--- src/hdl/rbbt_pkg.sv ---
// ----------------------------------------------------------------------------
// rbbt_pkg
// Shared types and constants of the ray break breach tracker.
// ----------------------------------------------------------------------------
`default_nettype none

package rbbt_pkg;

  localparam int LenW       = 32;   // ray and flame length, Q16.16
  localparam int CfgDataW   = 32;
  localparam int CfgIdxW    = 2;
  localparam int StopW      = 32;   // stop point coordinates
  localparam int RayEndW    = 40;   // ray end, Q24.16
  localparam int DigitW     = 16;   // multiplier digit per cycle
  localparam int ProdW      = 2 * LenW;
  localparam int LimitShift = 17;
  localparam int LimitW     = ProdW - LimitShift + 2;

  localparam logic [CfgDataW-1:0] GpmReset = 32'h0001_0000;
  localparam logic [CfgDataW-1:0] AdvReset = 32'h0001_0000;

  typedef enum logic [CfgIdxW-1:0] {
    REG_GRID_SCALE      = 2'd0,
    REG_BREACH_ADVANCE  = 2'd1,
    REG_ALLOW_BREACHING = 2'd2
  } rbbt_reg_t;

  typedef enum logic [2:0] {
    OP_NONE,
    OP_LOAD,
    OP_CHECK,
    OP_MUL,
    OP_ROOT,
    OP_MERGE,
    OP_DECIDE,
    OP_EMIT
  } rbbt_op_t;

  typedef struct packed {
    logic ray_done;
    logic mul_last;
    logic root_last;
  } rbbt_status_t;

endpackage

`default_nettype wire

--- src/hdl/rbbt_ctrl.sv ---
// ----------------------------------------------------------------------------
// rbbt_ctrl
// Sequencer: accept, setup, digit multiply, bit-serial root, merge, decide,
// hand the result word to the output register.
// ----------------------------------------------------------------------------
`default_nettype none

module rbbt_ctrl (
  input  logic                  clk,
  input  logic                  rst,
  input  logic                  in_valid,
  output logic                  in_ready,
  output logic                  out_valid,
  input  logic                  out_ready,
  input  rbbt_pkg::rbbt_status_t status,
  output rbbt_pkg::rbbt_op_t     op
);
  import rbbt_pkg::*;

  typedef enum logic [2:0] {
    S_IDLE,
    S_CHECK,
    S_MUL,
    S_ROOT,
    S_MERGE,
    S_DECIDE,
    S_EMIT
  } state_t;

  state_t state;
  logic   emit_go;

  assign in_ready = (state == S_IDLE);
  // the result register may be reloaded in the cycle it is taken
  assign emit_go  = (state == S_EMIT) && (!out_valid || out_ready);

  always_comb begin
    unique case (state)
      S_IDLE:   op = in_valid ? OP_LOAD : OP_NONE;
      S_CHECK:  op = OP_CHECK;
      S_MUL:    op = OP_MUL;
      S_ROOT:   op = OP_ROOT;
      S_MERGE:  op = OP_MERGE;
      S_DECIDE: op = OP_DECIDE;
      S_EMIT:   op = emit_go ? OP_EMIT : OP_NONE;
      default:  op = OP_NONE;
    endcase
  end

  always_ff @(posedge clk) begin
    if (rst) begin
      state     <= S_IDLE;
      out_valid <= 1'b0;
    end else begin
      unique case (state)
        S_IDLE: begin
          if (in_valid) state <= S_CHECK;
        end
        S_CHECK: begin
          // finished ray: the word is repeated without any arithmetic
          state <= status.ray_done ? S_EMIT : S_MUL;
        end
        S_MUL: begin
          if (status.mul_last) state <= S_ROOT;
        end
        S_ROOT: begin
          if (status.root_last) state <= S_MERGE;
        end
        S_MERGE:  state <= S_DECIDE;
        S_DECIDE: state <= S_EMIT;
        S_EMIT: begin
          if (emit_go) state <= S_IDLE;
        end
        default:  state <= S_IDLE;
      endcase

      if (emit_go) begin
        out_valid <= 1'b1;
      end else if (out_ready) begin
        out_valid <= 1'b0;
      end
    end
  end

`ifndef SYNTHESIS
  a_accept_to_check: assert property (@(posedge clk) disable iff (rst)
    (in_valid && in_ready) |=> (state == S_CHECK))
    else $error("accepted word did not start setup");

  a_emit_holds: assert property (@(posedge clk) disable iff (rst)
    (state == S_EMIT && out_valid && !out_ready) |=> (state == S_EMIT && out_valid))
    else $error("pending result overwritten");

  a_mul_to_root: assert property (@(posedge clk) disable iff (rst)
    (state == S_MUL && status.mul_last) |=> (state == S_ROOT))
    else $error("multiply did not hand over to root");

  a_root_to_merge: assert property (@(posedge clk) disable iff (rst)
    (state == S_ROOT && status.root_last) |=> (state == S_MERGE))
    else $error("root did not finish into merge");
`endif

endmodule

`default_nettype wire

--- config.mk ---
export PLATFORM = sky130hd
export DESIGN_NAME = rbbt_ctrl
export DESIGN_NICKNAME = d
export VERILOG_FILES = /design/src/hdl/rbbt_pkg.sv /design/src/hdl/rbbt_ctrl.sv
export SDC_FILE = /design/constraint.sdc
export NUM_CORES = 1
export LEC_CHECK = 0
export BUFFER_PORTS_ARGS = -buffer_cell sky130_fd_sc_hd__buf_4
export CORE_AREA = 2 2 39 41
export DETAILED_ROUTE_END_ITERATION = 8
export DIE_AREA = 0 0 41 43
export GPL_TIMING_DRIVEN = 0
export PLACE_DENSITY_LB_ADDON = 0.12
export SLEW_MARGIN = 20
export SYNTH_ARGS = -nofsm -noshare
export SYNTH_HDL_FRONTEND = slang
export SYNTH_SLANG_ARGS = --single-unit
--- constraint.sdc ---
create_clock -name clk -period 1.2 [get_ports clk]
set_input_delay 0.24 -clock clk [delete_from_list [all_inputs] [get_ports clk]]
set_output_delay 0.24 -clock clk [all_outputs]
set_load 0.05 [all_outputs]
Word-level counts from Yosys, hierarchy flattened
Cells that the tools add are included.

Bits in registers: 4. Input bits: 7. Output and inout bits: 5. Word-level logic and storage cells: 29.

Equality and inequality tests: 10. Mux-type cells: 11. Reduce and logical (&&, ||, !) cells: 6.

Operators by type and width (number): one-hot mux 3 bit (7 select lines) (2); two-way mux 3 bit (6); == test 3 bit, second input constant (3); inequality test 2 bit, second input constant (4); == test 3 x 2 -> 1 bit, second input constant (2); AND reduction 4 bit (1); == test 3 x 1 -> 1 bit, second input constant (1); zero test 3 bit (1); two-way mux 1 bit (3); nonzero test 2 bit (1); logical AND 1 bit (1); zero test 1 bit (1); logical OR 1 bit (1).

Longest topological paths before layout
Gate-level depths: netlist of run 1.

Depth in word-level cells: 5. Gate-level depth with buffers: 5.

Worst setup path before layout of run 1
No wires, ideal clock.

Kind: register to output. Start point: register out_valid. End point: output port op[0]. Data arrival time: 1.812 ns. Data required time: 0.960 ns. Setup slack: -0.852 ns. Cell stages (with the launch flop): 4. Path buffers: 0. Path through: dfxtp_1 > nand2b_1 > nor2_1 > nor3_1.

Longest elaborated chain between the ends: 5.

Ends and longest elaborated chain: start: declaration (line rbbt_ctrl.sv:13) `output logic out_valid,`; start signal: assignment (line rbbt_ctrl.sv:53) `out_valid <= 1'b0;`; start signal: assignment (line rbbt_ctrl.sv:78) `out_valid <= 1'b1;`; start signal: assignment (line rbbt_ctrl.sv:80) `out_valid <= 1'b0;`; zero test 1 bit (line rbbt_ctrl.sv:35) `assign emit_go = (state == S_EMIT) && (!out_valid || out_ready);`; logical OR 1 bit (line rbbt_ctrl.sv:35); logical AND 1 bit (line rbbt_ctrl.sv:35); two-way mux 3 bit (line rbbt_ctrl.sv:45) `S_EMIT: op = emit_go ? OP_EMIT : OP_NONE;`; one-hot mux 3 bit (7 select lines) (line rbbt_ctrl.sv:38) `unique case (state)`; end: declaration (line rbbt_ctrl.sv:16) `output rbbt_pkg::rbbt_op_t op`.

Every way passes these cells.

Worst setup path in the final report of run 1
Start point: register state[0]. End point: output port op[2].

Longest elaborated chain between the ends: 4. Elaborated cells on any way between the ends: 10. Classes of those cells: eq/ne: 6; mux: 2; reduce/logical: 2.

Ends and longest elaborated chain: start: declaration (line rbbt_ctrl.sv:30) `state_t state;`; start signal: assignment (line rbbt_ctrl.sv:61) `state <= status.ray_done ? S_EMIT : S_MUL;`; == test 3 bit (line rbbt_ctrl.sv:35, rbbt_ctrl.sv:38); logical AND 1 bit (line rbbt_ctrl.sv:35); two-way mux 3 bit (line rbbt_ctrl.sv:45); one-hot mux 3 bit (7 select lines) (*) (line rbbt_ctrl.sv:38).

Mark *: on every way between the ends. The rest lies on a longest branch, timed or not.

==> metrics.md, run 1 <==
| Metric | Value |
|---|---|
| Synth Area in XOR/XNOR | 0% |
| Sequential-to-total area share from yosys stat | a little over a quarter |
| Final core utilization | 47.9% |
| Worst-margin pin slew | 289 ps |
| Post-synthesis adder-cell area fraction | 0% |
| Failing checks | setup timing |
| CTS Root Cell | clkbuf_4 |
| Cell area after placement | 425 um2 |
| Die footprint | 1760 um2 |
| Main synth FF type | dfxtp_1 |
| Startpoint Class | register |
| Worst slack, placed | -222 ps |
| Post-Place Cells | 66 |
| DPL Wire Length | roughly 570 um |
| Period Utilization, post-route | 120% |
| PwrDens | 3050 nW/um2 |
| Final Hold Violating Endpoints | 0 |
| ANT cells | 0 |
| Fin cells | 78 |
| Grt ovf | 0 |
| Initial Util | 21.2% |
| Slew margin rel. | between 80% and 90% |
| Nets | 70 |
| CP top delay family | flip-flops |
| Post-synth top area cell | dfxtp_1 |
| Post-synthesis simple-gate area fraction | 37.6% |
| Minimum clock period | 1440 ps |
| Post-Syn Area | 293 um2 |
| First-pass GRT wire length | 1.71 mm |
| Critical path's largest stage delay | roughly 340 ps |
| Syn_area_per_cell | 7.51 um2 |
| Post-route setup slack | -240 ps |
| Max Root-Sink Buffers | 2 |
| CTS tree | yes |
| Count of pins over their slew limit | 0 |
| Max FO, Critical Path | 3 |
| Min-delay worst type | in -> reg |
| Number of buffers added on ports | 11 |
| Largest net degree at the start of global routing | 9 |
| Req. time, crit path | between 900 and 1000 ps |
| # Max-Cap Violations | 0 |
| Area added between synthesis and finish | 126% |
| Hold WS | 201 ps |
| Layout Skew | 3.04 ps |
| R2R depth | 5 |
| CTS Buf Count | 3 |
| CTS H-tree depth | 1 |
| Synth area leaders | dfxtp_1, a31o_2, nor3_1 |
| Maximum clock frequency | about 0.69 GHz |
| CP Capture Type | primary output |
| Fillers | roughly 130 |
| Main combinational cell family by area after synthesis | simple AND/OR/NAND/NOR gates |
| Clk_lat worst skew | 240 ps |
| Via/cell ratio | 4.92 |
| Leak | 0.281 nW |
| Routed length per placed instance | 13.2 um |
| Reg2reg end | state[0] |
| CORE AREA | 1380 um2 |
| Post-synth EDFFs | 0 |
| Critical path class | reg -> out |
| Hold depth | 2 |
| CP Depth | 5 |
| Worst VDD drop | about 0.0011 V |
| Run status | finished with violations |
| Min-delay src | rst |
| Worst hold endpoint | out_valid |
| Total Wirelength | 1.03 mm |
| Mux cell area share after synthesis | 0% |
| Die X | 41 um |
| Pre-antenna DRT Iters | 2 |
| R2R Setup Slk | -160 ps |
| I/O pin count | 12 |
| CP cell instances | buf_6 -> nand2b_4 -> a21oi_4 -> a31o_4 -> buf_8 |
| Compound-gate portion of the synthesized area | 28.6% |
| Yosys cell types | 19 |
| Ys async rst share | 0% |
| Sink Count | 4 |
| Vias in the first global route | 398 |
| Most frequent cells after synthesis | dfxtp_1, nand2_1, nor3_1 |
| GRT Overall Usage | 14.9% |
| Yosys reg bits | 4 |
| Ys Warns | 0 |
| WP buf/inv | 2 |
| Arr. time, crit path | roughly 1200 ps |
| TNS Setup | -1270 ps |
| Via count | 384 |
| Pwr Total | 2.02 mW |
| 1st-iter DRT viols | 3 |
| Cells after Synth | 39 |
| Setup violations, final | 7 |
| Final GP Congestion | 0.692 |
| Share of layout cells above drive strength 1 | 79.0% |
| Post-synth top area share | between 20 and 30% |
| Slowest-stage cell, CP | dfxtp_4 |
| Syn nets | 46 |
| Unrepaired setup endpoints after global routing | yes |
| Reg2reg start | state[0] |
| Die Ht | 43 um |
| Antenna violations before repair | 0 |
| Rows | 14 |
| Fin area | around 660 um2 |
| DRC | 0 |
| Clock slew at reported path FFs | 40 ps |
| Antenna viol nets, final | 0 |
## cell usage in the layout (no fill, tap or decap), types with 2 or more instances in the layout
cell,count
a21oi_1,2
a21oi_4,2
a31o_2,2
buf_4,13
buf_6,6
buf_8,3
clkbuf_4,3
dfxtp_2,2
dfxtp_4,2
nand2_4,2
nand2b_4,3
nand3b_1,2
nor3_4,3
o21ai_0,2
## sequential cells by signal, indices dropped and copies added, names as in the netlist
name / flops
out_valid: 1
state: 3
## final cells by class
cell class	instances	area [um2]	area share, %
Buffer	3	37.5	5.66
Multi-Input combinational cell	31	310	46.8
Sequential cell	4	90.1	13.6
Timing Repair Buffer	19	173	26.0
Inverter	1	6.26	0.943
Clock buffer	4	26.3	3.96
Tap cell	16	20.0	3.02
## cells by family after synthesis
family | count (synthesis)
buf+inv | 4
simple gates | 20
flops | 4
compound gates | 11
## report_power, final
group          switching (mW)  internal (mW)  total (mW)
combinational           0.844          0.761        1.61
clock                  0.0587          0.125       0.184
sequential             0.0403          0.193       0.234
total                   0.943           1.08        2.02
## worst max path at each step
stage               startpoint  endpoint  slack [ps]
global route          state[0]     op[2]        -280
finish                state[0]     op[2]        -240
CTS                   state[0]     op[2]        -230
detailed placement    state[0]     op[2]        -220
floorplan             state[2]  in_ready        -150
global placement      state[0]     op[2]        -230
## worst reg2reg max path, delay by kind of cell (launching register included)
| family | cells | cell delay [ps] |
|---|---|---|
| flops | 1 | 340 |
| buf+inv | 1 | 140 |
| compound gates | 3 | 440 |
| simple gates | 1 | 340 |
## layer usage
metal	up-vias	track usage, %	wire length (um)	share of wire [%]
met5	-	0	0	0
met4	0	6.00	14	1.4
met3	2	8.90	56	5.4
met2	11	22.5	547	53
met1	183	16.3	413	40
li1	188	-	-	-
## repair_timing
item	CTS	global route
pin swaps	8	2
gates cloned	1	0
setup endpoints to repair	7	7
gates resized for setup	30	8
buffers inserted	7	0
hold buffers	0	0
(Power assumes the default switching activity.)
==> run 2: changes to the inputs <==
==> constraint.sdc (replaced) <==
create_clock -name clk -period 1.2 [get_ports clk]
set_input_delay 0.06 -clock clk [delete_from_list [all_inputs] [get_ports clk]]
set_output_delay 0.06 -clock clk [all_outputs]
set_load 0.05 [all_outputs]
==> run 2 against run 1 <==
Net effect:
- the run still ends with setup timing left
- largest power group unchanged
- critical endpoint is now state[2]
- critical path depth shrank 1
- clock skew is 2.7 ps higher
- count of clock-buffer cells in the layout is 1 lower
- via count fell by 7.3%
- wire length is 11% lower
==> metrics.md, run 2 (synthesized netlist as in run 1, its figures left out) <==
| Metric | Value |
|---|---|
| Met2 WL | ~450 um |
| Share of layout cells above drive strength 1 | between 70% and 80% |
| Final GP Congestion | 0.707 |
| Met3 wire length | 37 um |
| Worst VDD drop | 0.000995 V |
| Top layer in use | met4 |
| First-pass GRT wire length | 1.28 mm |
| Maximum clock frequency | 0.781 GHz |
| Cts hold-fix bufs | 0 |
| Pre-antenna DRT Iters | 2 |
| Biggest regs | state x3, out_valid x1 |
| Layout Skew | 5.76 ps |
| CTS Root Cell | clkbuf_4 |
| ANT cells | 0 |
| Clk_lat worst skew | between 200 and 250 ps |
| Worst slack, placed | -69.6 ps |
| R2R Setup Slk | -80 ps |
| Unrepaired setup endpoints after global routing | yes |
| # Max-Cap Violations | 0 |
| DRC | 0 |
| Antenna viol nets, final | 0 |
| Min-delay worst type | in -> reg |
| CTS Buf Count | 3 |
| Slowest-stage cell, CP | or3_4 |
| CP Capture Type | register |
| Fin area | roughly 600 um2 |
| Most common cell after layout, fill and taps aside | buf_4 |
| Minimum clock period | roughly 1300 ps |
| PwrDens | 3080 nW/um2 |
| Antenna violations before repair | 0 |
| Cell area after placement | a little over 400 um2 |
| I/O pin count | 12 |
| Final Hold Violating Endpoints | 0 |
| Area added between synthesis and finish | 105% |
| Failing checks | setup timing |
| 1st-iter DRT viols | 6 |
| GRT Overall Usage | 11.0% |
| Nets | 67 |
| Critical path class | reg -> reg |
| Vias in the first global route | 312 |
| Die footprint | 1760 um2 |
| Count of pins over their slew limit | 0 |
| Largest net degree at the start of global routing | 11 |
| Clock slew at reported path FFs | 40 ps |
| Die Ht | between 40 and 50 um |
| Grt ovf | 0 |
| Setup violations, final | 6 |
| Via count | 356 |
| Critical path's largest stage delay | 380 ps |
| Biggest register | state |
| Req. time, crit path | 1320 ps |
| Initial Util | 21.2% |
| Rows | 14 |
| CTS H-tree depth | 1 |
| CP cell instances | or3_4 -> a21oi_4 -> a21oi_4 -> a31o_2 |
| CORE AREA | 1380 um2 |
| Total Wirelength | 914 um |
| Arr. time, crit path | around 1400 ps |
| M1 WL | between 400 and 500 um |
| Pwr Total | 1.85 mW |
| Most frequent cells in the layout | buf_4, buf_6 |
| Die X | 41 um |
| CP most frequent cell | a21oi_4 |
| Sink Count | 4 |
| Slew margin rel. | between 70% and 80% |
| Startpoint Class | register |
| Max Root-Sink Buffers | 2 |
| Hold WS | ~21 ps |
| Via/cell ratio | 4.81 |
| Run status | finished with violations |
| Max reg flops | 3 |
| DPL Wire Length | between 500 and 600 um |
| Max FO, Critical Path | 3 |
| Leak | between 0.2 and 0.3 nW |
| Period Utilization, post-route | 107% |
| Worst-margin pin slew | 355 ps |
| Number of buffers added on ports | 11 |
| Post-route setup slack | -80.0 ps |
| Routed length per placed instance | about 12 um |
| CTS tree | yes |
run 2: changes by cell type in the layout (fill, tap and decap cells not counted), moves of 2 or more:
cell	before	now
buf_8	3	1
nor3_4	3	1
nor3_2	0	2
nand2_1	1	3
run 2: area by class of cell:
type | count | area, um2
Clock buffer | 3 | 22.5
Timing Repair Buffer | 17 | 160
Tap cell | 16 | 20.0
Inverter | 1 | 3.75
Fill cell | 145 | 785
Multi-Input combinational cell | 31 | 279
Buffer | 2 | 26.3
Sequential cell | 4 | 87.6
run 2: path summary, 6_finish.rpt:
kind | from | endpoint | cells after the start
worst max-delay path | state[1] | state[2] | 4
worst min-delay path | rst | state[1] | 2
worst max register to register | state[1] | state[2] | 4
worst min register to register | out_valid | out_valid | 2
run 2: metrics by stage:
step / TNS, ps / cells / utilization (%)
3_5_place_dp: -172 / 66 / 29.4
6_report: -355 / 74 / 43.3
5_1_grt: -734 / 74 / 43.3
3_3_place_gp: -235 / 66 / 29.4
4_1_cts: -329 / 73 / 38.7
2_1_floorplan: -128 / 39 / -
run 2: critical path: cells and delay by family (launching register included):
kind / cells / cell delay [ps]
AOI/OAI and AO/OA: 3 / 440
DFF: 1 / 340
and+or+nand+nor: 1 / 380
run 2: repair_timing:
action	4_1_cts	5_1_grt
gates resized for setup	21	7
gates cloned	0	1
endpoints found under the setup margin	6	7
pin swaps	7	4
setup buffers	5	0
hold endpoints to repair	0	0
run 2: per-layer routing:
| layer | global-route usage (%) | up-vias |
|---|---|---|
| li1 | - | 181 |
| met1 | 13.7 | 164 |
| met2 | 15.3 | 9 |
| met3 | 4.71 | 2 |
| met4 | 6.00 | 0 |
| met5 | 0 | - |
run 2: power breakdown:
part | internal (mW) | switching (mW)
clock | 0.112 | 0.0523
combinational | 0.681 | 0.726
sequential | 0.196 | 0.0804
total | 0.989 | 0.859
==> run 3: changes to the inputs <==
--- a/config.mk
+++ b/config.mk
@@ -9,2 +9,3 @@
 export CORE_AREA = 2 2 39 41
+export CTS_BUF_LIST = sky130_fd_sc_hd__clkbuf_4
 export DETAILED_ROUTE_END_ITERATION = 8
@@ -13,2 +14,3 @@
 export PLACE_DENSITY_LB_ADDON = 0.12
+export REMOVE_ABC_BUFFERS = 1
 export SLEW_MARGIN = 20
--- a/constraint.sdc
+++ b/constraint.sdc
@@ -3,2 +3,2 @@
 set_output_delay 0.06 -clock clk [all_outputs]
-set_load 0.05 [all_outputs]
+set_load 0.005 [all_outputs]
==> run 3 against run 2 <==
Net effect:
- the run still ends with setup timing left
- clock skew fell by 4.0 ps
- worst hold slack gained 12 ps
- via count is 4.5% lower
- core utilization down 7.8 points
- setup slack worse by 17 ps
- combinational power shrank 53%
- first-iteration DRC count is 17% higher
- largest power group unchanged
- wire length shrank 7.3%
- count of clock-buffer cells in the layout is the same
- non-clock buffer count decreased by 3
- register-to-register slack worse by 20 ps
==> metrics.md, run 3 (synthesized netlist as in run 1, its figures left out) <==
| Metric | Value |
|---|---|
| Biggest regs | state x3, out_valid x1 |
| Final Hold Violating Endpoints | 0 |
| Total Wirelength | 847 um |
| TNS Setup | -265 ps |
| PwrDens | around 2300 nW/um2 |
| Fillers | 155 |
| Startpoint Class | register |
| Arr. time, crit path | 1410 ps |
| Area added between synthesis and finish | 67.9% |
| Share of layout cells above drive strength 1 | 63.6% |
| CTS H-tree depth | 1 |
| Setup violations, final | 3 |
| Max FO, Critical Path | 4 |
| 1st-iter DRT viols | 7 |
| Multi-input combinational cell area | 233 um2 |
| DRC | 0 |
| Count of pins over their slew limit | 0 |
| Unrepaired setup endpoints after global routing | yes |
| Die footprint | 1760 um2 |
| CP Capture Type | register |
| Fin area | a little under 500 um2 |
| I/O pin count | 12 |
| Layout Skew | around 1.8 ps |
| Clock slew at reported path FFs | 40 ps |
| Nets | 64 |
| Largest net degree at the start of global routing | 12 |
| Critical path class | reg -> reg |
| Leak | between 0.2 and 0.25 nW |
| GRT Overall Usage | 11.3% |
| Min-delay worst type | in -> reg |
| Post-route setup slack | -97.0 ps |
| Final GP Congestion | 0.717 |
| Grt ovf | 0 |
| ANT cells | 0 |
| Minimum clock period | about 1300 ps |
| Via count | 340 |
| Sink Count | 4 |
| Biggest register | state |
| CORE AREA | 1380 um2 |
| CTS Root Cell | clkbuf_4 |
| Worst slack, placed | -222 ps |
| Period Utilization, post-route | 108% |
| Failing checks | setup timing |
| Run status | finished with violations |
| Pre-antenna DRT Iters | 4 |
| Max Root-Sink Buffers | 2 |
| Antenna violations before repair | 0 |
| Slew margin rel. | approximately 77% |
| Die Ht | 43 um |
| Most frequent cells in the layout | buf_4, nand2_1 |
| Die X | between 40 and 50 um |
| Reg area | 92.6 um2 |
| Antenna viol nets, final | 0 |
| Rows | 14 |
| # Max-Cap Violations | 0 |
| Cell area after placement | between 300 and 400 um2 |
| Worst-margin pin slew | approximately 340 ps |
| Pwr Total | 1.12 mW |
| Hold WS | 33.2 ps |
| Worst VDD drop | 0.000900 V |
| Maximum clock frequency | 0.771 GHz |
| Clk_lat worst skew | 230 ps |
| Vias in the first global route | 365 |
| Number of buffers added on ports | 11 |
| Most common cell after layout, fill and taps aside | buf_4 |
| Max reg flops | 3 |
| DPL Wire Length | 546 um |
| Initial Util | 21.2% |
| Req. time, crit path | 1320 ps |
| Routed length per placed instance | 11.9 um |
| CTS tree | yes |
| Via/cell ratio | between 4 and 5 |
| First-pass GRT wire length | 1.35 mm |
| CTS Buf Count | 3 |
==> run 3: path summary, 6_finish.rpt <==
check	end	startpoint	slack, ps	cells past startpoint
setup / recovery	state[2]	state[0]	-100	4
hold / removal	state[1]	rst	30	2
setup reg to reg	state[2]	state[0]	-100	4
hold reg to reg	out_valid	out_valid	500	2
==> run 3: repair_timing <==
action                     in CTS  in global routing
hold buffers                    0                  0
gates resized for setup         7                  8
setup buffers                   4                  1
pin swaps                       4                  3
setup endpoints to repair       6                  6
==> run 3: through the flow <==
step / utilization, % / cells
global placement: 27.5 / 63
floorplan: - / 36
detailed placement: 27.5 / 63
global route: 35.5 / 71
finish: 35.5 / 71
CTS: 32.2 / 70
==> run 3: cell type report <==
cell class / instances / share of cell area (%)
Clock buffer: 3 / 4.58
Inverter: 1 / 0.763
Timing Repair Buffer: 16 / 24.4
Multi-Input combinational cell: 31 / 47.3
Tap cell: 16 / 4.07
Sequential cell: 4 / 18.8
==> run 3: layer usage <==
layer / global-route usage (%) / share of wire, % / vias up / wire [um]
met3: 2.09 / 6.5 / 0 / 55
met2: 17.2 / 53 / 11 / 449
met1: 11.9 / 40 / 155 / 341
met4: 11.3 / 0 / 0 / 0
met5: 0 / 0 / - / 0
li1: - / - / 174 / -
==> run 3: where the power goes <==
| group | internal [mW] | total (mW) | leakage [nW] | switching (mW) |
|---|---|---|---|---|
| Combinational | 0.380 | 0.665 | 0.155 | 0.285 |
| Clock | 0.111 | 0.160 | 0.0138 | 0.0481 |
| Sequential | 0.205 | 0.293 | 0.0353 | 0.0884 |
==> run 3: worst max-delay path, stage by stage (launching register included) <==
cell and delay (ps):
dfxtp_4 340, or3_4 390, a21oi_4 170, a21oi_2 70
a31o_2 210
